$ cat config.mk
export PLATFORM = sky130hd
export DESIGN_NAME = smx_ram
export DESIGN_NICKNAME = d
export VERILOG_FILES = /design/src/design/smx_ram.sv
export SDC_FILE = /design/constraint.sdc
export NUM_CORES = 1
export LEC_CHECK = 0
export BUFFER_PORTS_ARGS = -buffer_cell sky130_fd_sc_hd__buf_2
export CAP_MARGIN = 20
export CELL_PAD_IN_SITES_DETAIL_PLACEMENT = 0
export CELL_PAD_IN_SITES_GLOBAL_PLACEMENT = 1
export CORE_ASPECT_RATIO = 1.1
export CORE_MARGIN = 5
export CORE_UTILIZATION = 60
export CTS_BUF_LIST = sky130_fd_sc_hd__clkbuf_2
export CTS_CLUSTER_DIAMETER = 150
export DETAILED_ROUTE_END_ITERATION = 10
export GPL_TIMING_DRIVEN = 0
export PLACE_DENSITY = 0.95
export REMOVE_ABC_BUFFERS = 1
export SYNTH_ARGS = -nofsm -noshare
export SYNTH_HDL_FRONTEND = slang
export SYNTH_SLANG_ARGS = --single-unit
$ cat constraint.sdc
create_clock -name clk_i -period 3.48 [get_ports clk_i]
set_input_delay 0.696 -clock clk_i [delete_from_list [all_inputs] [get_ports clk_i]]
set_output_delay 0.696 -clock clk_i [all_outputs]
set_load 0.02 [all_outputs]
$ cat src/design/smx_ram.sv
// Generic single-write, single-read RAM with registered read data.
// Depends on nothing.
module smx_ram #(
  parameter int WIDTH = 8,
  parameter int DEPTH = 16
) (
  input  logic                     clk_i,
  input  logic                     we_i,
  input  logic [$clog2(DEPTH)-1:0] waddr_i,
  input  logic [WIDTH-1:0]         wdata_i,
  input  logic [$clog2(DEPTH)-1:0] raddr_i,
  output logic [WIDTH-1:0]         rdata_o
);

  logic [WIDTH-1:0] mem_q [DEPTH];

  always_ff @(posedge clk_i) begin
    if (we_i) mem_q[waddr_i] <= wdata_i;
    rdata_o <= mem_q[raddr_i];
  end

endmodule

==> summary.md <==
| Metric | Value |
|---|---|
| Final Hold Viols | `0` |
| Post-synthesis share of cell area spent on and, or, nand and nor gates | `3.18%` |
| Sequential cell area fraction in the yosys report | `77.8%` |
| I/O Buffers | `25` |
| Weighted congestion at the end of routability-driven global placement | `0.748` |
| Share of cells above drive strength 1 | `28.5%` |
| Vias per cell | `6.19` |
| Post-Synth Adder-Cell Area | `0%` |
| Worst hold-check slack | `0.390 ns` |
| Critical path class | `reg -> out` |
| Ant diodes | `0` |
| Arrival time at the worst endpoint | `1.18 ns` |
| Overall die area | `0.0105 mm²` |
| Ratio of final minimum period to clock period | `53.8%` |
| # clock sinks | `136` |
| Power density normalized to cell area | `523 mW/mm²` |
| Cells along the critical path | `buf_2` |
| Number of synthesized register bits | `136` |
| Slowest stage cell on the critical path | `dfxtp_1` |
| Required time worst endpoint | `2.78 ns` |
| Crit path setup slack, layout | `1.61 ns` |
| Final wirelength | `9160 µm` |
| Width of the die | `98.3 µm` |
| CTS buffer count | `17` |
| Total Neg Setup Slack | `0 ns` |
| Clock tree from TritonCTS | `yes` |
| Combinational family with the most area after synthesis | `multiplexers` |
| CTS resizes | `0` |
| Post-synthesis compound-gate area fraction | `2.33%` |
| Placed wire-length estimate after detailed placement | `5770 µm` |
| Worst-Margin Slew | `0.934 ns` |
| Cell Int Power | `2.30 mW` |
| Unrepaired setup endpoints after global routing | `no` |
| Per-instance average area after synthesis | `22.5 µm²` |
| XOR/XNOR share of the synthesized area | `0%` |
| Initial antenna violation count | `0` |
| Critical path startpoint category | `register` |
| Max IR drop VDD | `0.000331 V` |
| Clock insertion delay at the later pin of the skew report | `0.66 ns` |
| Number of nets in the final layout | `286` |
| Type of the most critical hold path | `in -> reg` |
| Max capacitance violation total | `0` |
| Post-detailed-route DRC marker count | `0` |
| Post-CTS setup buffer count | `0` |
| Hold-fix buffers, CTS | `0` |
| Reg-to-reg setup timing slack | `2.03 ns` |
| Clk slew on worst S/H paths | `0.19 ns` |
| Synthesis Warnings | `0` |
| First-pass GRT wire length | `13800 µm` |
| Worst max-slew margin expressed relative to the limit | `37.5%` |
| Critical Path Sink Type | `primary output` |
| Seq pwr share | `62.3%` |
| Count of TritonRoute iterations in the first routing pass | `6` |
| Placement-stage worst setup slack | `0.726 ns` |
| Crit path largest cell delay | `0.36 ns` |
| Leakage power | `1.88 nW` |
| Clock network power share | `31.8%` |
| Net switching fraction of the power | `22.0%` |
| Final ANT Viol Nets | `0` |
| Total core area | `0.00836 mm²` |
| Total overflow reported by the global router | `0` |
| Overall via count from detail_route | `2427` |
| Chip height | `107 µm` |
| Total power after layout | `2.95 mW` |
| Initial Utilization | `61.5%` |
| Fraction of post-synthesis cell area in the top cell type by area | `74.7%` |
| Post-route clock skew | `0.0175 ns` |
| Rows | `35` |
| Maximum fanout along the worst path | `1` |
| Clock root buffer | `clkbuf_2` |
| Max Buffers Root-to-Sink | `2` |
| Highest clock rate | `534 MHz` |
| Syn-to-layout area delta | `9.43%` |
| Starting DRT DRC Count | `322` |
| Cells after synthesis | `229` |
| Status | `finished, final reports clean` |
| Multiplexer share of the synthesized area | `15.0%` |
| Number of buffer and inverter stages on the critical path | `1` |
| Count of pins on the block boundary | `26` |
| Final max-slew violation count | `0` |
| Vias in the first global route | `2441` |
| Library cell with the largest summed area after synthesis | `edfxtp_1` |
| Final min period | `1.87 ns` |
| Total of endpoints with negative setup slack in the final report | `0` |
| Synth Cell Area | `0.00515 mm²` |
| Gate power share | `5.9%` |
| Maximum level of the CTS H-tree | `4` |
| Largest delay contributor family on the critical path | `flip-flops` |
| Count of distinct cell types in the synthesized netlist | `19` |
| Top post-synthesis cells by area | `edfxtp_1, mux4_2, mux4_1` |
| Sw power | `0.649 mW` |
| Placed Cells | `359` |
| Maximum number of pins on one net before global-route repair | `33` |
| Overall track demand over capacity in global routing | `18.5%` |
| Wirelength per Cell | `23.4 µm` |
| Post-route non-filler standard cell count | `392` |
[metal layers]
metal / vias to the layer above / GRT usage, % / routed length, µm
met4: 0 / 5.85 / 162
met5: - / 0 / 0
met3: 21 / 6.05 / 901
met2: 139 / 27.6 / 4500
li1: 1055 / - / -
met1: 1212 / 26.2 / 3590
[state kept, by name, indices dropped and copies added, names as in the netlist]
| signal | count |
|---|---|
| mem_q | 128 |
| rdata_o | 8 |
[synthesized netlist by cell type]
library cell     count
clkdlybuf4s25_2      3
nor2b_1              1
nand3_1              1
dfxtp_1              8
nand2_1              9
a22oi_1             16
mux4_1              14
nor3_1               4
or3b_2               1
buf_4                1
nor2_1              13
and2b_1              1
buf_6                3
and2_1               1
mux4_2              18
nand2b_1             2
buf_2                3
edfxtp_1           128
nand3b_1             2
[through the flow]
stage / utilization (%) / area, µm²
after global routing: 67.3 / 5630
after global placement: 63.7 / 5330
final: 67.3 / 5630
after CTS: 67.0 / 5610
after floorplan: - / 5060
after detailed placement: 64.0 / 5360
[worst paths after layout]
path                      from           end  depth (start not counted)
hold reg to reg   mem_q[15][4]    rdata_o[4]                          3
setup reg to reg   mem_q[1][5]    rdata_o[5]                          3
setup / recovery    rdata_o[4]    rdata_o[4]                          1
hold / removal      wdata_i[4]  mem_q[10][4]                          1
[power by group through the flow]
stage	Sequential [mW]	Clock (mW)	Combinational, mW
2_1_floorplan	1.89	0	0.0734
3_3_place_gp	1.87	0	0.164
3_5_place_dp	1.88	0	0.171
4_1_cts	1.84	0.952	0.171
5_1_grt	1.84	1.03	0.187
6_report	1.84	0.937	0.174
[final cells by class]
class                      instances  area [µm²]
clock inverter                    13         155
multi-input combinational         83        1060
clock buffer                      19        95.1
tap                              111         139
fill                             554        2730
timing repair buffer              30         183
sequential                       136        4000
[placed cells by master, fill, tap and decap left out, types with 4 or more instances in the layout]
cell type,synthesis,final
dfxtp_1,8,8
mux4_2,18,18
nor3_1,4,4
buf_4,1,4
nand2_1,9,9
buf_2,3,25
nor2_1,13,13
a22oi_1,16,16
mux4_1,14,14
edfxtp_1,128,128
clkinv_2,0,4
clkbuf_2,0,19
[cells by family (layout without fill, tap and decap cells)]
kind of cell           after synthesis  count (layout)
AND/OR/NAND/NOR                     35              35
buffers and inverters               10              62
multiplexers                        32              32
flip-flops                         136             136
AO/OA/AOI/OAI                       16              16
(Power assumes the default switching activity.)
