===== config.mk =====
export PLATFORM = sky130hd
export DESIGN_NAME = smx_front
export DESIGN_NICKNAME = d
export VERILOG_FILES = /design/src/design/smx_pkg.sv /design/src/design/smx_front.sv
export SDC_FILE = /design/constraint.sdc
export NUM_CORES = 1
export LEC_CHECK = 0
export ABC_AREA = 1
export BUFFER_PORTS_ARGS = -buffer_cell sky130_fd_sc_hd__buf_2
export CAP_MARGIN = 20
export CORE_MARGIN = 2
export CORE_UTILIZATION = 47
export DETAILED_ROUTE_END_ITERATION = 10
export PLACE_DENSITY = 0.82
export SLEW_MARGIN = 30
export SYNTH_ARGS = -nofsm -noshare
export SYNTH_HDL_FRONTEND = slang
export SYNTH_SLANG_ARGS = --single-unit

===== constraint.sdc =====
create_clock -name clk_i -period 2 [get_ports clk_i]
set_clock_uncertainty 0.2 [all_clocks]
set_input_delay 0.2 -clock clk_i [delete_from_list [all_inputs] [get_ports clk_i]]
set_output_delay 0.2 -clock clk_i [all_outputs]
set_load 0.1 [all_outputs]

===== src/design/smx_pkg.sv =====
// Shared types, widths and constant tables of the softmax vector core.
// Depends on nothing; used by every module of the block but smx_ram and smx_checker.
package smx_pkg;

  localparam int MAX_LEN   = 16;
  localparam int IDX_W     = $clog2(MAX_LEN);
  localparam int CNT_W     = $clog2(MAX_LEN + 1);
  localparam int LOGIT_W   = 16;
  localparam int PROB_W    = 16;
  localparam int EXP_W     = 28;
  localparam int SUM_W     = 34;
  localparam int FRAC_W    = 11;
  localparam int ROM_DEPTH = 2 ** FRAC_W;
  localparam int ROM_W     = 42;
  localparam int V_W       = 54;
  localparam int CONST_W   = 62;
  localparam int HALF_V    = 26;
  localparam int HALF_C    = 31;
  localparam int PP_W      = HALF_V + HALF_C;
  localparam int ACC_W     = 2 * HALF_V + CONST_W;
  localparam int NUM_W     = EXP_W + PROB_W + 1;
  localparam int QUO_W     = PROB_W + 1;
  localparam int DIV_W     = SUM_W + PROB_W + 1;

  localparam logic [63:0]    Q60_ONE = 64'd1 << 60;
  localparam logic [EXP_W-1:0] EXP_MAX = '1;

  // Queue entry passed from the front to the back
  typedef struct packed {
    logic [LOGIT_W-1:0] logit;
    logic               last;
    logic               drop;
  } smx_entry_t;

  typedef logic [ROM_W-1:0] exp_rom_t [ROM_DEPTH];

  // (a * b) >> 60, kept to 64 bits
  function automatic logic [63:0] mul_shr60(logic [63:0] a, logic [63:0] b);
    logic [127:0] p;
    p = 128'(a) * 128'(b);
    return p[123:60];
  endfunction

  // Taylor series of exp(t) or exp(-t), Q4.60, elaboration only
  function automatic logic [63:0] series_q60(logic [63:0] t, logic alt);
    logic [63:0] pos;
    logic [63:0] neg;
    logic [63:0] term;
    pos  = Q60_ONE;
    neg  = '0;
    term = Q60_ONE;
    for (int n = 1; n <= 30; n++) begin
      term = mul_shr60(term, t) / 64'(n);
      if (alt && n[0]) neg = neg + term;
      else             pos = pos + term;
    end
    return pos - neg;
  endfunction

  // exp(f/2048) in Q40 for every fraction code
  function automatic exp_rom_t build_rom();
    exp_rom_t rom;
    for (int i = 0; i < ROM_DEPTH; i++) begin
      rom[i] = ROM_W'(series_q60(64'(i) << 49, 1'b0) >> 20);
    end
    return rom;
  endfunction

  localparam exp_rom_t EXP_ROM = build_rom();
  localparam logic [CONST_W-1:0] E_Q60    = CONST_W'(series_q60(Q60_ONE, 1'b0));
  localparam logic [CONST_W-1:0] EINV_Q60 = CONST_W'(series_q60(Q60_ONE, 1'b1));

endpackage


===== src/design/smx_front.sv =====
// Front end: accepts logits, counts the vector and marks dropped elements,
// then holds them in a two-entry queue for the back end. Uses smx_pkg.
module smx_front import smx_pkg::*; (
  input  logic               clk_i,
  input  logic               rst_ni,
  input  logic               in_valid_i,
  output logic               in_stall_o,
  input  logic [LOGIT_W-1:0] logit_i,
  input  logic               last_in_i,
  output logic               q_valid_o,
  output smx_entry_t         q_entry_o,
  input  logic               q_pop_i
);

  logic [CNT_W-1:0] cnt_q, cnt_d;
  smx_entry_t       mem_q [2];
  logic             wr_ptr_q, rd_ptr_q;
  logic [1:0]       fill_q, fill_d;
  logic             accept, drop;

  assign in_stall_o = (fill_q == 2'd2);
  assign accept     = in_valid_i && !in_stall_o;
  assign drop       = (cnt_q >= CNT_W'(MAX_LEN));
  assign q_valid_o  = (fill_q != 2'd0);
  assign q_entry_o  = mem_q[rd_ptr_q];

  // Element count of the vector being loaded
  always_comb begin
    cnt_d = cnt_q;
    if (accept) begin
      if (last_in_i) cnt_d = '0;
      else if (!drop) cnt_d = cnt_q + 1'b1;
    end
  end

  always_comb begin
    fill_d = fill_q;
    if (accept && !(q_pop_i && q_valid_o)) fill_d = fill_q + 1'b1;
    else if (!accept && q_pop_i && q_valid_o) fill_d = fill_q - 1'b1;
  end

  always_ff @(posedge clk_i or negedge rst_ni) begin
    if (!rst_ni) begin
      cnt_q    <= '0;
      fill_q   <= '0;
      wr_ptr_q <= 1'b0;
      rd_ptr_q <= 1'b0;
    end else begin
      cnt_q  <= cnt_d;
      fill_q <= fill_d;
      if (accept) wr_ptr_q <= !wr_ptr_q;
      if (q_pop_i && q_valid_o) rd_ptr_q <= !rd_ptr_q;
    end
  end

  // Queue storage
  always_ff @(posedge clk_i) begin
    if (accept) mem_q[wr_ptr_q] <= '{logit: logit_i, last: last_in_i, drop: drop};
  end

endmodule


==> results.toml, run 1 <==
[logic_synthesis]
seq_area_frac_synth = 0.709
synth_area_mm2 = 0.00184
ys_warn_count = 0
synth_mux_area_frac = 0
synth_seq_cells = 45
avgSynthCellArea_um2 = 11.2
synth_top_family_by_area = "simple AND/OR/NAND/NOR gates"
synth_cell_type_count = 20
syn-num-nets = 187
yosys.area_share.adder = 0.0136
synth_xor_area_frac = 0.00476
netlist_instances = 164
yosys.area_share.simple = 0.211
synth-compound-area-share = 0.0265

[worst_setup_path]
crit_arrival_ns = 1.49
crit_type = "reg2out"
critPathLaunchType = "register"
crit_path_end_kind = "output pin"
worstPathRequired_ns = 1.60
crit_fanout = 19

[place]
portBuffers = 40
dp_hpwl_um = 1960
place_congestion = 0.735

[sta]
fmax_mhz = 530
final_max_slew_viol_count = 0
setup-tns-final_ns = 0
rsz0062_at_grt = "false"
maxSlewHeadroom = 0.677
setup_viol = 0
worst_slew_pin_slew_ns = 0.488
hold_violations = 0
period_needed_ns = 1.89
fin_crit_sh = 0.944

[route]
drt-vias-per-instance = 4.52
drtPass1Iterations = 4
finalWirelength_um = 3080
ant_nets = 0
first_iter_violations = 61
wire_per_inst_um = 11.1
via_count = 1252
drc = 0

[finish]
fin_nets = 251
n_antenna_cell = 0
layout-drive-gt1-share = 0.284
synthToLayoutAreaGrowth_pct = 30.2

[global_route]
gr-usage-all-layers = 0.157
grt_max_degree = 20
grt_pass1_vias = 1154
antenna_found_initial = 0
gr-total-overflow = 0
grt_pass1_wl_um = 4890

[clocking]
post_cts_buffers = 0
cts_tree = "yes"
cts-htree-levels = 2
cts-root-buf = "clkbuf_8"
clk_path_buf_depth = 2
clock_sinks = 45
path_clk_slew_ns = 0.08
cts_buffers = 5
clk_latency_ns = 0.29

[job]
cap_violations = 0

[floorplanning]
core.rowCount = 22
core_area_mm2 = 0.00372
start_util = 0.496
die_x_um = 66.6
die_area_mm2 = 0.00444
io_pins = 41
chipHeight_um = 66.6

[hold_path]
hp-class = "in2reg"

[outcome]
status = "completed"
[per-stage QoR]
step                std cells  setup WS, ns  hold WS [ns]  area, µm²   util
floorplan                 164        0.0275        -0.296       1840      -
global placement          251         0.346        -0.136       2110  0.567
detailed placement        251         0.281        -0.136       2110  0.567
CTS                       277        0.0829        0.0656       2400  0.645
global route              277        0.0144        0.0993       2400  0.645
finish                    277         0.112        0.0700       2400  0.645
[logic make-up (layout without fill, tap and decap cells)]
family	count (synthesis)	after routing
simple gates	94	94
flops	45	45
buf+inv	16	81
compound gates	6	6
fa+ha+maj	2	2
xor+xnor	1	1
[layer usage]
metal | track usage | share of wire
met5 | 0 | 0
met4 | 0.0816 | 0.021
met3 | 0.0422 | 0.038
met2 | 0.284 | 0.53
met1 | 0.164 | 0.41
[placed cells by master, fill, tap and decap left out, types with 3 or more instances in the layout]
cell type      instances
buf_2                 40
nand2_1               73
dfrtp_1                9
clkbuf_8               5
nor2_1                 7
nand3_1                5
dlygate4sd3_1         18
inv_1                 10
edfxtp_1              36
buf_4                  3
o21ai_2                5
nor2_2                 3
[timing repair]
action / in CTS / in global routing
setup endpoints to repair: 8 / 0
endpoints found under the hold margin: 43 / 0
hold buffers: 18 / 0
gates resized for setup: 1 / 0
[cell usage after synthesis]
master / instances / share of area
o21ai_2: 5 / 0.024
nand2_4: 1 / 0.0061
or2_2: 1 / 0.0034
ha_1: 2 / 0.014
inv_1: 10 / 0.020
nor2_2: 2 / 0.0068
nand4_1: 1 / 0.0034
xor2_1: 1 / 0.0048
nand2_1: 73 / 0.15
nor2_4: 1 / 0.0061
dfrtp_1: 9 / 0.12
a21oi_1: 1 / 0.0027
nand3_1: 5 / 0.014
buf_2: 3 / 0.0081
clkinv_1: 1 / 0.0020
nand2_2: 2 / 0.0068
edfxtp_1: 36 / 0.59
inv_2: 1 / 0.0020
nor2_1: 8 / 0.016
clkbuf_1: 1 / 0.0020
[layout make-up]
class | count | area [µm²]
fillers | 285 | 1320
flip-flops and latches | 45 | 1310
multi-input cells | 103 | 474
repair buffers | 61 | 403
clock buffers | 6 | 72.6
well taps | 48 | 60.1
inverters | 12 | 46.3
clock inverters | 2 | 35.0
[final timing paths]
| path | from | endpoint | slack [ns] | depth (start not counted) |
|---|---|---|---|---|
| worst min register to register | cnt_q[4] | mem_q[1][0] | 0.31 | 0 |
| worst max register to register | fill_q[1] | mem_q[1][12] | 0.47 | 4 |
| max in group asynchronous | rst_ni | rd_ptr_q | 1.34 | 2 |
| worst max-delay path | rd_ptr_q | q_entry_o[16] | 0.11 | 4 |
| min in group asynchronous | rst_ni | cnt_q[1] | 0.08 | 2 |
| worst min-delay path | in_valid_i | cnt_q[4] | 0.07 | 4 |
[state kept, by name (all words and copies together), names as in the netlist]
signal	flops
wr_ptr_q	1
cnt_q	5
mem_q	36
rd_ptr_q	1
fill_q	2
[worst max-delay path: stages, from the launching register on]
cell and delay [ns]:
dfrtp_1 0.37, buf_4 0.25, nand2_1 0.08, nand2_1 0.08
buf_2 0.42
Power of run 1 is not shown: default switching activity piles up to over one toggle a cycle in this logic, so the estimate is an artifact.
==> inputs of run 2 (changes only) <==
--- a/config.mk
+++ b/config.mk
@@ -11,6 +11,7 @@
 export CORE_MARGIN = 2
 export CORE_UTILIZATION = 47
 export DETAILED_ROUTE_END_ITERATION = 10
+export MAX_ROUTING_LAYER = met4
 export PLACE_DENSITY = 0.82
 export SLEW_MARGIN = 30
 export SYNTH_ARGS = -nofsm -noshare
==> run 2 against run 1 <==
  * Non-clock buffer count did not move
  * Setup slack barely moved
  * Global-route usage rose by 0.42 points
  * Final area did not move
  * Sequential share of layout area did not move
  * Critical endpoint unchanged
  * Critical path depth did not move
  * Maximum frequency barely moved
  * Hold slack barely moved
==> results.toml, run 2 (synthesized netlist as in run 1, its figures left out) <==
[outcome]
status = "completed"

[clocking]
cts_buffers = 5
cts-root-buf = "clkbuf_8"
path_clk_slew_ns = 0.08
cts-htree-levels = 2
clk_latency_ns = 0.29
clock_sinks = 45
clk_path_buf_depth = 2
cts_tree = "yes"

[finish]
layout-drive-gt1-share = 0.284
top_regs = "mem_q (36), cnt_q (5), fill_q (2)"
nFillCells = 285
n_antenna_cell = 0
fin_nets = 251
synthToLayoutAreaGrowth_pct = 30.2
layout_common_cells = "nand2_1, buf_2, edfxtp_1"
largest_register = "mem_q"
fin_area_mm2 = 0.00240
largest_reg_flops = 36
layout_commonest_cell = "nand2_1"

[global_route]
grt_pass1_wl_um = 4880
gr-usage-all-layers = 0.161
grt_max_degree = 20
gr-total-overflow = 0
antenna_found_initial = 0
grt_pass1_vias = 1155

[floorplanning]
chipHeight_um = 66.6
die_x_um = 66.6
core.rowCount = 22
core_area_mm2 = 0.00372
io_pins = 41
die_area_mm2 = 0.00444
start_util = 0.496

[worst_setup_path]
rr_worst_depth = 4
crit_fanout = 19
crit_type = "reg2out"
crit_path_end_kind = "output pin"
crit_arrival_ns = 1.49
worstPathRequired_ns = 1.60
critPathLaunchType = "register"

[route]
first_iter_violations = 64
drt-vias-per-instance = 4.52
wire_per_inst_um = 11.1
drc = 0
drtPass1Iterations = 4
ant_nets = 0
via_count = 1252
finalWirelength_um = 3080

[sta]
fin_crit_sh = 0.944
rsz0062_at_grt = "false"
setup-tns-final_ns = 0
setup_viol = 0
hold_violations = 0
final_max_slew_viol_count = 0
worst_slew_pin_slew_ns = 0.488
fmax_mhz = 530
period_needed_ns = 1.89
maxSlewHeadroom = 0.677

[hold_path]
hold_path_depth = 4
hp-class = "in2reg"

[place]
dp_hpwl_um = 1960
place_congestion = 0.743
place_area_mm2 = 0.00211
portBuffers = 40

[job]
cap_violations = 0
-- run 2: cell counts in the layout (fill, tap and decap cells not counted) --
Identical to the previous run, type by type.
-- run 2: through the flow --
step	instances	setup slack, ns	hold WS (ns)	utilization
after global routing	277	0.0144	0.0993	0.645
after global placement	251	0.346	-0.136	0.567
after CTS	277	0.0829	0.0656	0.645
final	277	0.112	0.0702	0.645
after detailed placement	251	0.281	-0.136	0.567
after floorplan	164	0.0275	-0.296	-
-- run 2: critical path, cell delays in order, from the launching register on --
cell	delay, ns
dfrtp_1	0.37
buf_4	0.25
nand2_1	0.08
nand2_1	0.08
buf_2	0.42
-- run 2: layout make-up --
class	count	area, µm²	area share
Inverter	12	46.3	0.0193
Clock buffer	6	72.6	0.0303
Multi-Input combinational cell	103	474	0.198
Timing Repair Buffer	61	403	0.168
Clock inverter	2	35.0	0.0146
Sequential cell	45	1310	0.545
Tap cell	48	60.1	0.0251
-- run 2: final timing paths --
path	end	slack, ns	from
hold / removal	cnt_q[4]	0.07	in_valid_i
hold reg to reg	mem_q[1][0]	0.31	cnt_q[4]
max in group asynchronous	rd_ptr_q	1.34	rst_ni
min in group asynchronous	cnt_q[1]	0.08	rst_ni
setup / recovery	q_entry_o[16]	0.11	rd_ptr_q
setup reg to reg	mem_q[1][12]	0.47	fill_q[1]
-- run 2: repair_timing --
action	in CTS	in global routing
gates resized for setup	1	0
hold buffers	18	0
endpoints found under the setup margin	8	0
buffers inserted	0	0
hold endpoints to repair	43	0
-- run 2: per-layer routing --
layer,vias up,share of wire,GRT usage
met1,559,0.41,0.164
li1,655,-,-
met2,31,0.53,0.284
met5,-,0,-
met3,7,0.038,0.0422
met4,0,0.021,0.0816
Power of run 2 is left out for the same reason.
==> inputs of run 3 (changes only) <==
--- a/config.mk
+++ b/config.mk
@@ -9,10 +9,10 @@
 export BUFFER_PORTS_ARGS = -buffer_cell sky130_fd_sc_hd__buf_2
 export CAP_MARGIN = 20
 export CORE_MARGIN = 2
-export CORE_UTILIZATION = 47
+export CORE_UTILIZATION = 50
 export DETAILED_ROUTE_END_ITERATION = 10
 export MAX_ROUTING_LAYER = met4
-export PLACE_DENSITY = 0.82
+export PLACE_DENSITY = 0.83
 export SLEW_MARGIN = 30
 export SYNTH_ARGS = -nofsm -noshare
 export SYNTH_HDL_FRONTEND = slang
==> constraint.sdc (replaced) <==
create_clock -name clk_i -period 2.2 [get_ports clk_i]
set_clock_uncertainty 0.2 [all_clocks]
set_input_delay 0.22 -clock clk_i [delete_from_list [all_inputs] [get_ports clk_i]]
set_output_delay 0.22 -clock clk_i [all_outputs]
set_load 0.1 [all_outputs]
==> run 3 against run 2 <==
  * Final area decreased by 0.42%
  * Flip-flop and latch count unchanged
  * First-iteration DRC count decreased by 6.3%
  * Hold slack improved by 0.036 ns
  * Critical path depth unchanged
  * Clock-buffer cell count increased by 1
  * Via count increased by 1.9%
  * Register-to-register slack improved by 0.16 ns
  * Highest routed layer unchanged
  * Die area decreased by 5.7%
  * Sequential share of layout area increased by 0.23 points
  * Critical endpoint is now q_entry_o[10]
==> results.toml, run 3 (synthesized netlist as in run 1, its figures left out) <==
[floorplanning]
chipHeight_um = 64.7
io_pins = 41
core_area_mm2 = 0.00361
core.rowCount = 22
die_area_mm2 = 0.00418
die_x_um = 64.7
start_util = 0.511

[clocking]
cts-htree-levels = 2
path_clk_slew_ns = 0.07
clk_latency_ns = 0.29
cts_tree = "yes"
cts_buffers = 5
clk_path_buf_depth = 2
cts-root-buf = "clkbuf_8"
clock_sinks = 45
cts_resized = 0

[finish]
fin_cells = 277
largest_register = "mem_q"
fin_nets = 251
fin_area_mm2 = 0.00239
layout-drive-gt1-share = 0.279
n_antenna_cell = 0
layout_common_cells = "nand2_1, buf_2, edfxtp_1"
utilization = 0.662
synthToLayoutAreaGrowth_pct = 29.6
largest_reg_flops = 36
top_regs = "mem_q (36), cnt_q (5), fill_q (2)"
layout_commonest_cell = "nand2_1"

[outcome]
status = "completed"

[place]
place_congestion = 0.740
dp_hpwl_um = 2090
portBuffers = 40
post-place-cells = 251
place_area_mm2 = 0.00211

[worst_setup_path]
worstPathRequired_ns = 1.78
crit_type = "reg2out"
critPathLaunchType = "register"
startpoint = "rd_ptr_q"
rr_worst_depth = 4
reg2reg_from = "fill_q[1]"
crit_path_end_kind = "output pin"
crit_fanout = 18
crit_arrival_ns = 1.63

[route]
drt-vias-per-instance = 4.61
ant_nets = 0
finalWirelength_um = 3250
drc = 0
wire_per_inst_um = 11.7
drtPass1Iterations = 5
first_iter_violations = 60
via_count = 1276

[sta]
rsz0062_at_grt = "false"
worst_slew_pin_slew_ns = 0.493
period_needed_ns = 2.05
hold_violations = 0
fmax_mhz = 487
final_max_slew_viol_count = 0
setup_viol = 0
fin_crit_sh = 0.933
setup-tns-final_ns = 0
maxSlewHeadroom = 0.669

[global_route]
grt_pass1_wl_um = 5250
busiest_layer = "met2"
antenna_found_initial = 0
gr-usage-all-layers = 0.179
met3_usage = 0.0417
met2_usage = 0.302
use_met1 = 0.205
gr-total-overflow = 0
grt_pass1_vias = 1173
grt_max_degree = 20

[hold_path]
hp-class = "in2reg"
hold_path_depth = 4
min_from = "q_pop_i"

[job]
cap_violations = 0
==> run 3: per-layer routing <==
metal	routed length, µm	vias to the layer above
li1	-	655
met1	1420	578
met2	1660	38
met3	112	5
met4	50	0
met5	0	-
==> run 3: final timing paths <==
| path | to | slack, ns |
|---|---|---|
| worst max-delay path | q_entry_o[10] | 0.15 |
| worst min-delay path | rd_ptr_q | 0.11 |
| worst max register to register | mem_q[1][10] | 0.63 |
| worst min register to register | mem_q[0][0] | 0.33 |
| max in group asynchronous | rd_ptr_q | 1.48 |
| min in group asynchronous | cnt_q[0] | 0.13 |
==> run 3: per-stage QoR <==
stage / setup slack (ns) / hold slack [ns]
after detailed placement: 0.463 / -0.111
final: 0.147 / 0.106
after global placement: 0.539 / -0.113
after global routing: 0.0597 / 0.109
after floorplan: 0.227 / -0.276
after CTS: 0.133 / 0.101
==> run 3: layout make-up <==
cell class,instances,area (µm²)
Sequential cell,45,1310
Fill cell,265,1220
Multi-Input combinational cell,103,472
Timing Repair Buffer,61,403
Clock buffer,7,96.3
Tap cell,48,60.1
Inverter,12,45.0
Clock inverter,1,5.00
==> run 3: timing repair <==
item                      CTS  global route
hold endpoints to repair   43             0
hold buffers               18             0
buffers inserted            0             0
==> run 3: worst max-delay path: stages (launching register included) <==
cell      delay (ns)
dfrtp_1         0.36
clkinv_1        0.41
nand2_1         0.21
nand2_1         0.08
buf_2           0.29
Power of run 3 is left out for the same reason.
