`src/design/smx_pkg.sv`:
```
// Shared types, widths and constant tables of the softmax vector core.
// Depends on nothing; used by every module of the block but smx_ram and smx_checker.
package smx_pkg;

  localparam int MAX_LEN   = 16;
  localparam int IDX_W     = $clog2(MAX_LEN);
  localparam int CNT_W     = $clog2(MAX_LEN + 1);
  localparam int LOGIT_W   = 16;
  localparam int PROB_W    = 16;
  localparam int EXP_W     = 28;
  localparam int SUM_W     = 34;
  localparam int FRAC_W    = 11;
  localparam int ROM_DEPTH = 2 ** FRAC_W;
  localparam int ROM_W     = 42;
  localparam int V_W       = 54;
  localparam int CONST_W   = 62;
  localparam int HALF_V    = 26;
  localparam int HALF_C    = 31;
  localparam int PP_W      = HALF_V + HALF_C;
  localparam int ACC_W     = 2 * HALF_V + CONST_W;
  localparam int NUM_W     = EXP_W + PROB_W + 1;
  localparam int QUO_W     = PROB_W + 1;
  localparam int DIV_W     = SUM_W + PROB_W + 1;

  localparam logic [63:0]    Q60_ONE = 64'd1 << 60;
  localparam logic [EXP_W-1:0] EXP_MAX = '1;

  // Queue entry passed from the front to the back
  typedef struct packed {
    logic [LOGIT_W-1:0] logit;
    logic               last;
    logic               drop;
  } smx_entry_t;

  typedef logic [ROM_W-1:0] exp_rom_t [ROM_DEPTH];

  // (a * b) >> 60, kept to 64 bits
  function automatic logic [63:0] mul_shr60(logic [63:0] a, logic [63:0] b);
    logic [127:0] p;
    p = 128'(a) * 128'(b);
    return p[123:60];
  endfunction

  // Taylor series of exp(t) or exp(-t), Q4.60, elaboration only
  function automatic logic [63:0] series_q60(logic [63:0] t, logic alt);
    logic [63:0] pos;
    logic [63:0] neg;
    logic [63:0] term;
    pos  = Q60_ONE;
    neg  = '0;
    term = Q60_ONE;
    for (int n = 1; n <= 30; n++) begin
      term = mul_shr60(term, t) / 64'(n);
      if (alt && n[0]) neg = neg + term;
      else             pos = pos + term;
    end
    return pos - neg;
  endfunction

  // exp(f/2048) in Q40 for every fraction code
  function automatic exp_rom_t build_rom();
    exp_rom_t rom;
    for (int i = 0; i < ROM_DEPTH; i++) begin
      rom[i] = ROM_W'(series_q60(64'(i) << 49, 1'b0) >> 20);
    end
    return rom;
  endfunction

  localparam exp_rom_t EXP_ROM = build_rom();
  localparam logic [CONST_W-1:0] E_Q60    = CONST_W'(series_q60(Q60_ONE, 1'b0));
  localparam logic [CONST_W-1:0] EINV_Q60 = CONST_W'(series_q60(Q60_ONE, 1'b1));

endpackage

```
`src/design/smx_div.sv`:
```
// Restoring divider: rounded exp * 2^16 / sum, one quotient bit a cycle,
// saturated to 16 bits. Uses smx_pkg.
module smx_div import smx_pkg::*; (
  input  logic              clk_i,
  input  logic              rst_ni,
  input  logic              start_i,
  input  logic [EXP_W-1:0]  exp_i,
  input  logic [SUM_W-1:0]  sum_i,
  output logic              done_o,
  output logic [PROB_W-1:0] prob_o
);

  logic               busy_q;
  logic [NUM_W-1:0]   rem_q;
  logic [SUM_W-1:0]   sum_q;
  logic [QUO_W-1:0]   quo_q, quo_d;
  logic [4:0]         j_q;
  logic [DIV_W-1:0]   shifted;
  logic               ge;

  assign shifted = DIV_W'(sum_q) << j_q;
  assign ge      = (DIV_W'(rem_q) >= shifted);

  always_comb begin
    quo_d = quo_q;
    if (ge) quo_d[j_q] = 1'b1;
  end

  always_ff @(posedge clk_i or negedge rst_ni) begin
    if (!rst_ni) begin
      busy_q <= 1'b0;
      done_o <= 1'b0;
    end else begin
      done_o <= busy_q && (j_q == '0);
      if (start_i) busy_q <= 1'b1;
      else if (j_q == '0) busy_q <= 1'b0;
    end
  end

  // One compare and subtract per quotient bit, top bit first
  always_ff @(posedge clk_i) begin
    if (start_i) begin
      rem_q <= {exp_i, {PROB_W{1'b0}}} + NUM_W'(sum_i >> 1);
      sum_q <= sum_i;
      quo_q <= '0;
      j_q   <= 5'(PROB_W);
    end else if (busy_q) begin
      quo_q <= quo_d;
      if (ge) rem_q <= rem_q - shifted[NUM_W-1:0];
      if (j_q != '0) j_q <= j_q - 1'b1;
      else if (sum_q == '0) prob_o <= '0;
      else prob_o <= quo_d[PROB_W] ? '1 : quo_d[PROB_W-1:0];
    end
  end

endmodule

```
`config.mk`:
```
export PLATFORM = sky130hd
export DESIGN_NAME = smx_div
export DESIGN_NICKNAME = d
export VERILOG_FILES = /design/src/design/smx_pkg.sv /design/src/design/smx_div.sv
export SDC_FILE = /design/constraint.sdc
export NUM_CORES = 1
export LEC_CHECK = 0
export ABC_AREA = 1
export BUFFER_PORTS_ARGS = -buffer_cell sky130_fd_sc_hd__buf_2
export CAP_MARGIN = 20
export CELL_PAD_IN_SITES_DETAIL_PLACEMENT = 1
export CELL_PAD_IN_SITES_GLOBAL_PLACEMENT = 1
export CORE_ASPECT_RATIO = 0.75
export CORE_MARGIN = 5
export CORE_UTILIZATION = 45
export DETAILED_ROUTE_END_ITERATION = 16
export GPL_TIMING_DRIVEN = 0
export PLACE_DENSITY_LB_ADDON = 0.1
export SYNTH_ARGS = -nofsm -noshare
export SYNTH_HDL_FRONTEND = slang
export SYNTH_SLANG_ARGS = --single-unit
```
`constraint.sdc`:
```
create_clock -name clk_i -period 5.8 [get_ports clk_i]
set_input_delay 0.58 -clock clk_i [delete_from_list [all_inputs] [get_ports clk_i]]
set_output_delay 0.58 -clock clk_i [all_outputs]
set_load 0.01 [all_outputs]
```
==> results of run 1 <==
[worst max-delay path by stage]
| stage | startpoint | to | depth (start not counted) |
|---|---|---|---|
| 2_1_floorplan | j_q[0]$_SDFFE_PP0P_ | rem_q[0]$_DFFE_PP_ | 27 |
| 3_3_place_gp | j_q[1]$_SDFFE_PP0P_ | rem_q[29]$_DFFE_PP_ | 21 |
| 3_5_place_dp | j_q[1]$_SDFFE_PP0P_ | rem_q[29]$_DFFE_PP_ | 22 |
| 4_1_cts | j_q[0]$_SDFFE_PP0P_ | rem_q[23]$_DFFE_PP_ | 27 |
| 5_1_grt | j_q[0]$_SDFFE_PP0P_ | rem_q[22]$_DFFE_PP_ | 27 |
| 6_report | j_q[2]$_SDFFE_PP0P_ | rem_q[27]$_DFFE_PP_ | 19 |
[timing repair]
item,in CTS,in global routing
setup endpoints to repair,28,45
gates resized for setup,2,24
hold buffers,1,0
setup buffers,0,0
hold endpoints to repair,2,0
[area by class of cell]
class                      instances  area, µm²  share of cell area
buffer                            50        256              0.0210
clock buffer                      20        468              0.0384
multi-input combinational       1264       6580               0.540
timing repair buffer              85        454              0.0373
sequential                       119       3340               0.274
inverter                         165        622              0.0510
tap                              300        375              0.0308
clock inverter                    12       91.3             0.00749
[critical path: stages, from the launching register on]
cell and delay [ns]:
dfxtp_1 0.38, clkinv_1 0.28, clkbuf_1 0.36, clkbuf_1 0.31
o21ai_0 0.58, o21ai_0 0.31, o21ai_0 0.47, ha_1 0.39
a21oi_1 0.19, o21ai_0 0.17, nand2_1 0.11, nand2_1 0.06
a21oi_1 0.24, nand3_1 0.33, nand4_1 0.28, nand2_4 0.15
buf_6 0.18, nand2_1 0.16, nand2_8 0.17, buf_12 0.25
[logic make-up after synthesis]
family / after synthesis / synth area share
simple gates: 814 / 0.324
compound gates: 360 / 0.184
buf+inv: 215 / 0.0813
flops: 119 / 0.312
fa+ha+maj: 68 / 0.0807
xor+xnor: 17 / 0.0139
mux: 5 / 0.00467
[cells in the final DEF (no fill, tap or decap), types with 4 or more instances in the layout]
cell type     n
nor4_1       10
nand2_1     423
a21boi_0      6
nor3_1       18
nor2_2       18
a21o_1       13
inv_1       159
o21bai_1     13
xnor2_1       8
nand3_1     137
o21ai_0     153
o21ai_1      10
buf_2        88
clkbuf_16    18
nand2_2       8
clkbuf_2      5
a31oi_1      13
a21oi_1     118
ha_1         66
dfxtp_1      22
clkinvlp_4    4
clkbuf_1     30
buf_6         5
o22ai_1      12
xor2_1        9
and3_1        4
nand4_1      14
edfxtp_1     95
or2_2        16
nor2_1      153
[sequential cells by signal (all words and copies together) (netlist names)]
signal and cells:
sum_q 34, j_q 5, done_o 1, prob_o 16, quo_q 17, rem_q 45, busy_q 1
[stage by stage]
step,worst slack [ns],util
after floorplan,1.20,-
after global routing,0.0118,0.524
after CTS,0.0764,0.522
final,0.115,0.524
after global placement,-1.03,0.495
after detailed placement,-0.146,0.497
[cells in the mapped netlist (3+ instances only)]
master	number
nor2_2	18
nand2_4	3
and2_1	3
inv_2	3
o21ai_0	161
a31oi_1	15
ha_1	66
o21bai_1	13
buf_2	7
nand2_1	424
and3_1	4
xnor2_1	8
inv_1	159
o211ai_1	3
buf_6	4
a21oi_1	118
a21o_1	13
a21boi_0	6
o22ai_1	12
nor2_1	153
or2_2	16
buf_1	4
dfxtp_1	22
clkbuf_1	32
nor3_1	19
nand3_1	137
mux2i_1	5
nand4_1	14
o221ai_1	4
nand2_2	8
xor2_1	9
edfxtp_1	95
nor4_1	12
o21ai_1	4
[layer usage]
layer | up-vias | global-route usage
li1 | 5638 | -
met1 | 5940 | 0.475
met2 | 447 | 0.524
met3 | 70 | 0.0593
met4 | 0 | 0.0958
met5 | - | 0
==> run summary, run 1 <==
The run finished with clean final reports. The period utilization is 0.980. The routed design uses 19,400 µm of met2 wire. The effective utilization at floorplan was 0.462; the width of the chip was 188 µm. Endpoint of the worst-slack reg-to-reg timing path: rem_q[27]$_DFFE_PP_. Summed over all layers, the global routing overflow is 0.

The run gives 10,700 µm² as the netlist area before placement. For this run, design rule violations remaining after detail routing come to 0. Path class of the lowest-slack min-delay path: input pin to flop. Yosys mapped a number of flops with a built-in enable equal to 95. The run gives 0 as the number of max-cap violations. The first global-routing pass estimated 69,200 µm of wire. The region available for standard cell placement spans 23,200 µm².

The final layout contains routed wiring with a total length of 45,100 µm. Port buffering added 81 buffers. The worst min-delay path endpoint was sum_q[0]$_DFFE_PP_. The tools report the starting DRC count in detailed routing as 1,111.

In this run the top signal layer used is met4. In this run the remaining antenna-violating nets after routing total 0. In this run the vertical extent of the chip is 144 µm. The number of nets at the end of the flow was 1,835; the setup total negative slack was 0 ns. Wire segments on met3 add up to 3220 µm in the final route. The floorplan has 48 rows. At the pin with the least slew margin, the transition time is 1.03 ns. For this run, the number of Yosys warnings is 0.

The tools report the worst hold margin as 0.313 ns. The tools report the startpoint of the worst-slack reg-to-reg timing path as j_q[2]$_SDFFE_PP0P_. The number of global-route vias before repair was 12,000.

The average footprint of a synthesized cell is 6.71 µm². The placed instance count came out at 1,982. The run gives 39 as the maximum number of pins on one net before global-route repair.

The routed length on met1 is 21,200 µm, and the count of final hold-check violations is 0. The die covers 27,100 µm². The I/O pin total was 82. CTS placed an instance of clkbuf_16 at the clock tree root. The detailed-placement wirelength estimate came out at 37,100 µm. By area the synthesized netlist is led by edfxtp_1, nand2_1, ha_1. The routed wire length per instance works out to 22.4 µm. Setup repair after global routing left no endpoint under its margin. Share of final-layout standard cells stronger than drive strength 1: 0.115. The element type at the critical path end was a flop. The tools report the data required time at the worst endpoint as 5.98 ns. Of all nets on the critical path, the largest fanout is 28. The filler cells instantiated in the layout total 3,139. The area added between synthesis and finish is 13.6%, and the post-synthesis net count is 1,731. Across the routed clock network, the largest skew measured is 0.0143 ns. The CTS H-tree depth was 4; the number of antenna violations at the first check in global routing was 0. TritonCTS built the clock tree. The tools report the total number of vias as 12,100. 0 antenna diodes ended up in the layout. The longest clock path from root to sink contains 2 buffers. The time the worst path needs with I/O delays and setup was 5.69 ns; the critical path data arrival time was 5.86 ns. Synthesis inferred 119 register bits. The tools report the worst reg-to-reg setup slack as 0.11 ns. Average vias per placed instance: 6.00.

For this design, the sink count on the clock tree is 119. The instance count of the mapped netlist is 1,598. The clock buffer count from CTS is 17. The startpoint of the lowest-slack hold path is sum_i[0]. The critical path startpoint category was a flop. The tools report the overall fraction of global-route tracks in use as 0.334.

The number of different library cells used by synthesis comes to 49. The post-place instance area came out at 11,600 µm². The logs give 0 for the count of final max-slew check failures and 12,200 µm² for the final design area excluding fillers. edfxtp_1 takes more of the synthesized area than any other cell. The run gives 6 as the iteration count of the initial detailed-routing pass. The worst reg-to-reg path cell count was 19; the final weighted congestion of routability-driven global placement was 0.998. The clock transition at the registers of the reported paths is 0.07 ns. The setup path with the least slack is of type flop to flop. The peak clock frequency supported by timing was 0.176 GHz; the share of synthesized area occupied by flip-flops and latches was 0.312. The fraction of registers with async set/reset works out to 0.0168. The relative slew slack is 0.305, and the number of instances on the worst hold path is 1. The tools report the number of setup violations in the final report as 0. For the clock latency of the later-clocked register in the worst-skew pair, the log shows 0.44 ns. The count of cells in the finished layout, fillers not included, comes to 2,015.

Among all flip-flop cells after synthesis, the most frequent one is edfxtp_1. The area share of the largest cell type after synthesis works out to 0.266.
Power of run 1 is left out: the tool's default activity adds up to more than one toggle a clock period on the data nets, which glitch-free logic cannot reach.
==> inputs of run 2 (changes only) <==
Settings changed: ABC_AREA 1 to 0, CORE_UTILIZATION 45 to 47, REMOVE_ABC_BUFFERS set to 1, SKIP_LAST_GASP set to 1.
==> run 2 against run 1 <==
Net effect: sequential share of layout area increased by 2.3 points; non-clock buffer count decreased by 46; fmax increased by 1.7%; synthesized area decreased by 6.5%; die area decreased by 9.9%; via count decreased by 24%; synthesized cell count decreased by 30%; worst setup slack improved by 0.093 ns; final cell count decreased by 28%; hold slack improved by 0.014 ns; register-to-register slack improved by 0.09 ns.
==> run summary, run 2 <==
The transition at the pin with the smallest max-transition slack is 1.11 ns (+0.0737 ns). The startpoint identified for the worst register-to-register timing path is j_q[0]$_SDFFE_PP0P_. For the count of final hold-check violations, the log shows 0 (unchanged). The maximum buffer depth of the clock tree was 2 (unchanged); the number of sinks on the clock net was 119 (unchanged). Yosys attributes the largest share of cell area to edfxtp_1, ha_1, mux4_2. The area growth from synthesis to layout is 12.7%.

The synthesized design spends more area on one cell type than any other, namely edfxtp_1. The run gives 0.476 (+0.0144) as the effective utilization at floorplan. The largest registers in the layout are rem_q x45, sum_q x34, quo_q x17. The run gives 1,292 (-30%) as the number of nets at the end of the flow.

The data required time at the worst endpoint was 5.92 ns (-0.06 ns). The critical path's slowest cell was dfxtp_4. By instance count, the leading cell after synthesis is nand2_1. After synthesis, the largest family of logic cells by area is compound AO/OA/AOI/OAI gates. Type of the setup path with the least slack: flop to flop. The startpoint identified for the worst hold timing path is sum_i[0]. The logs give 0 (unchanged) for the number of inserted diodes and 0 (unchanged) for the number of warnings reported in the yosys synthesis log. The clock buffer count from CTS came out at 17 (unchanged). The tools report the number of standard-cell rows in the floorplan as 46 (-4.2%). The met2 layer wire length in the routed design was 14,100 µm (-28%).

The tools report the setup total negative slack as 0 ns (unchanged). The root cell of the clock tree is clkbuf_16. Largest stage delay on the critical path: 0.57 ns (about the same). The routed wire length per instance was 22.1 µm (-1.1%). The core utilization of the finished layout was 0.537 (+0.0120); the period utilization was 0.964 (-0.0161). The most common cell after layout, fill and taps aside is nand2_1. The overall fraction of global-route tracks in use was 0.270 (-0.0639). The worst setup path is launched from a flop.

Number of setup violations in the final report: 0 (unchanged). The total grt overflow is 0 (unchanged), and the setup fix buffers added after clock tree synthesis is 0 (unchanged). For the total number of vias, the log shows 9,134 (-24%). The flip-flop count of the largest register after layout works out to 45 (unchanged). Broken down by cell family, the worst path's largest delay share belongs to simple AND/OR/NAND/NOR gates. The count of final max-slew check failures is 0 (unchanged), and the final weighted congestion of routability-driven global placement is 0.947 (-5.1%).

The arithmetic-cell share of the synthesized area counting full adders, half adders and majority gates is 0.0864 (+0.00565), and the wire length of the first global-routing pass is 50,900 µm (-26%). The time the worst path needs with I/O delays and setup is 5.59 ns (-0.0932 ns), and the final design area excluding fillers is 11,300 µm² (-7.3%). The run gives 1,115 (-30%) as the instance count of the mapped netlist. The run gives 0.0134 ns (-0.000890 ns) as the post-route clock skew. The placeable core area is 21,100 µm² (-9.4%), and the width of the chip is 179 µm (-5.1%). The largest register by flop count was rem_q.

The tools report the element type at the critical path end as a flop. Count of state elements after synthesis: 119 (unchanged). The run gives 5.71 ns (-0.15 ns) as the critical path data arrival time.

The number of instances on the worst hold path came out at 1 (unchanged). The distinct cell type count of the synthesized netlist is 68 (+39%), and the area taken by multi-input logic gates is 6330 µm² (-3.8%). The starting DRC count in detailed routing was 840 (-24%); the fraction of the mapped netlist area in compound gates was 0.220 (+0.0366). The I/O pin total is 82 (unchanged). The average vias per placed instance is 6.26 (+4.2%).

The area share of xor/xnor cells in the synthesized design is 0.0515 (+0.0377). The tools report the share of synthesized area occupied by flip-flops and latches as 0.333 (+0.0218). Relative slew slack: 0.258 (-0.0476). The quantity of I/O buffers inserted on ports is 81 (unchanged). The total buffers and inverters traversed by the critical path is 2 (-3). The iteration count of the initial detailed-routing pass was 5 (-1); the area share of the largest cell type after synthesis was 0.285 (+0.0186). Endpoint of the worst-slack reg-to-reg timing path: rem_q[27]$_DFFE_PP_.

The share of cell area taken by muxes after synthesis was 0.110 (+0.105); the CTS H-tree depth was 4 (unchanged). The number of nets still failing antenna checks after routing came out at 0 (unchanged). The DRC violations left is 0 (unchanged), and the aggregate routed wire length is 32,300 µm (-28%). In the layout the commonest cells are nand2_1, a21oi_1, edfxtp_1.

The die height is 136 µm (-5.0%). Area share of and/or/nand/nor cells after synthesis: 0.160 (-0.165). For the clock latency of the later-clocked register in the worst-skew pair, the log shows 0.43 ns (about the same).

Largest fanout of any net on the critical path: 28 (unchanged). The die outline area was 24,400 µm² (-9.9%); the average footprint of a synthesized cell was 8.99 µm² (+34%). The netlist area before placement came out at 10,000 µm² (-6.5%).

In this run the top signal layer used is met5. Worst min-delay path endpoint: sum_q[0]$_DFFE_PP_. The worst reg-to-reg setup slack was 0.21 ns (+0.09 ns). TritonCTS built the clock tree.

The run finished with clean final reports. The fraction of registers with async set/reset came out at 0.0168 (unchanged). Among all flip-flop cells after synthesis, the most frequent one is edfxtp_1. The met3 wire length was 2250 µm (-30%). Number of max-cap violations: 0 (unchanged).

The clock transition at the registers of the reported paths came out at 0.06 ns (about the same). In this run the worst hold path is classified as input pin to flop. The worst reg-to-reg path cell count is 16 (-3). The signal on the critical path passes through buf_12, mux4_2, mux2_2, o21ai_1, nor2_1, a31oi_1, ha_2, nand4_1, or3_1, a21o_1, a211o_1, o21ai_2, and2_2, nand2_1, nand2_4, buf_12. The combined flip-flop and latch cell area is 3360 µm² (+0.37%), and the number of fillers in the final layout is 2,503 (-20%). The count of flip-flops with a built-in enable after synthesis was 95 (unchanged); the maximum number of pins on one net before global-route repair was 74 (+90%). After synthesis, the most frequently instantiated cells are nand2_1, a21oi_1, edfxtp_1, nor2_1, ha_1. Number of global-route vias before repair: 9,082 (-24%). The run gives 1 (+1) as the number of antenna violations at the first check in global routing. The peak clock frequency supported by timing was 0.179 GHz (+1.7%).

The post-place instance area was 10,700 µm² (-7.5%). Share of final-layout standard cells stronger than drive strength 1: 0.160 (+0.0447). The most numerous cell type found on the critical path is buf_12. The routed length on met1 is 15,300 µm (-28%), and the detailed-placement wirelength estimate is 24,300 µm (-35%).
-- run 2: cell types whose count changed in the layout (fill, tap and decap cells not counted), sizes merged, moves of 24 or more --
| cell | delta |
|---|---|
| nor2 | -83 |
| mux4 | +29 |
| o21ai | -83 |
| nand3 | -114 |
| inv | -124 |
| mux2i | +24 |
| clkbuf | -36 |
| nand2 | -313 |
-- run 2: worst max path at each step --
stage,from,to,slack [ns],cells after the start
after floorplan,j_q[0]$_SDFFE_PP0P_,rem_q[0]$_DFFE_PP_,-0.16,14
after global placement,j_q[0]$_SDFFE_PP0P_,rem_q[16]$_DFFE_PP_,-2.46,17
after detailed placement,j_q[3]$_SDFFE_PP0P_,rem_q[17]$_DFFE_PP_,-0.59,15
after CTS,j_q[0]$_SDFFE_PP0P_,rem_q[25]$_DFFE_PP_,0.001,16
after global routing,j_q[3]$_SDFFE_PP0P_,rem_q[28]$_DFFE_PP_,-0.00002,15
final,j_q[0]$_SDFFE_PP0P_,rem_q[27]$_DFFE_PP_,0.21,16
-- run 2: stage by stage --
step | instances | worst slack (ns) | hold slack, ns
CTS | 1460 | 0.00116 | 0.310
finish | 1460 | 0.208 | 0.327
floorplan | 1051 | -0.158 | 0.284
global route | 1460 | -0.0000231 | 0.312
detailed placement | 1427 | -0.588 | 0.370
global placement | 1420 | -2.46 | 0.369
-- run 2: layer usage --
layer | vias to the layer above | track usage
met5 | - | 0
met4 | 2 | 0.0780
met3 | 48 | 0.0570
met2 | 305 | 0.403
met1 | 4482 | 0.395
li1 | 4297 | -
-- run 2: logic make-up after synthesis --
group,count (synthesis)
muxes,72
and+or+nand+nor,344
DFF,119
adders and majority gates,68
xor gates and xnor gates,59
buffers and inverters,100
AOI/OAI and AO/OA,353
-- run 2: worst reg2reg max path, stage by stage, from the launching register on --
cell and delay, ns:
dfxtp_4 0.57, buf_12 0.24, mux4_2 0.59, mux2_2 0.30, o21ai_1 0.16, nor2_1 0.06, a31oi_1 0.39, ha_2 0.34
nand4_1 0.26, or3_1 0.40, a21o_1 0.21, a211o_1 0.28, o21ai_2 0.35, and2_2 0.40, nand2_1 0.14, nand2_4 0.32
buf_12 0.25
-- run 2: layout make-up --
| cell class | count | area share |
|---|---|---|
| clock buffers | 18 | 0.0399 |
| clock inverters | 14 | 0.00985 |
| inverters | 36 | 0.0120 |
| multi-input cells | 896 | 0.560 |
| flip-flops and latches | 119 | 0.297 |
| well taps | 288 | 0.0319 |
| repair buffers | 89 | 0.0495 |
-- run 2: timing repair --
item                                    4_1_cts  5_1_grt
resized for setup                             4        6
hold endpoints to repair                      2        0
hold buffers                                  1        0
endpoints found under the setup margin       57       57
Power of run 2 is left out for the same reason.
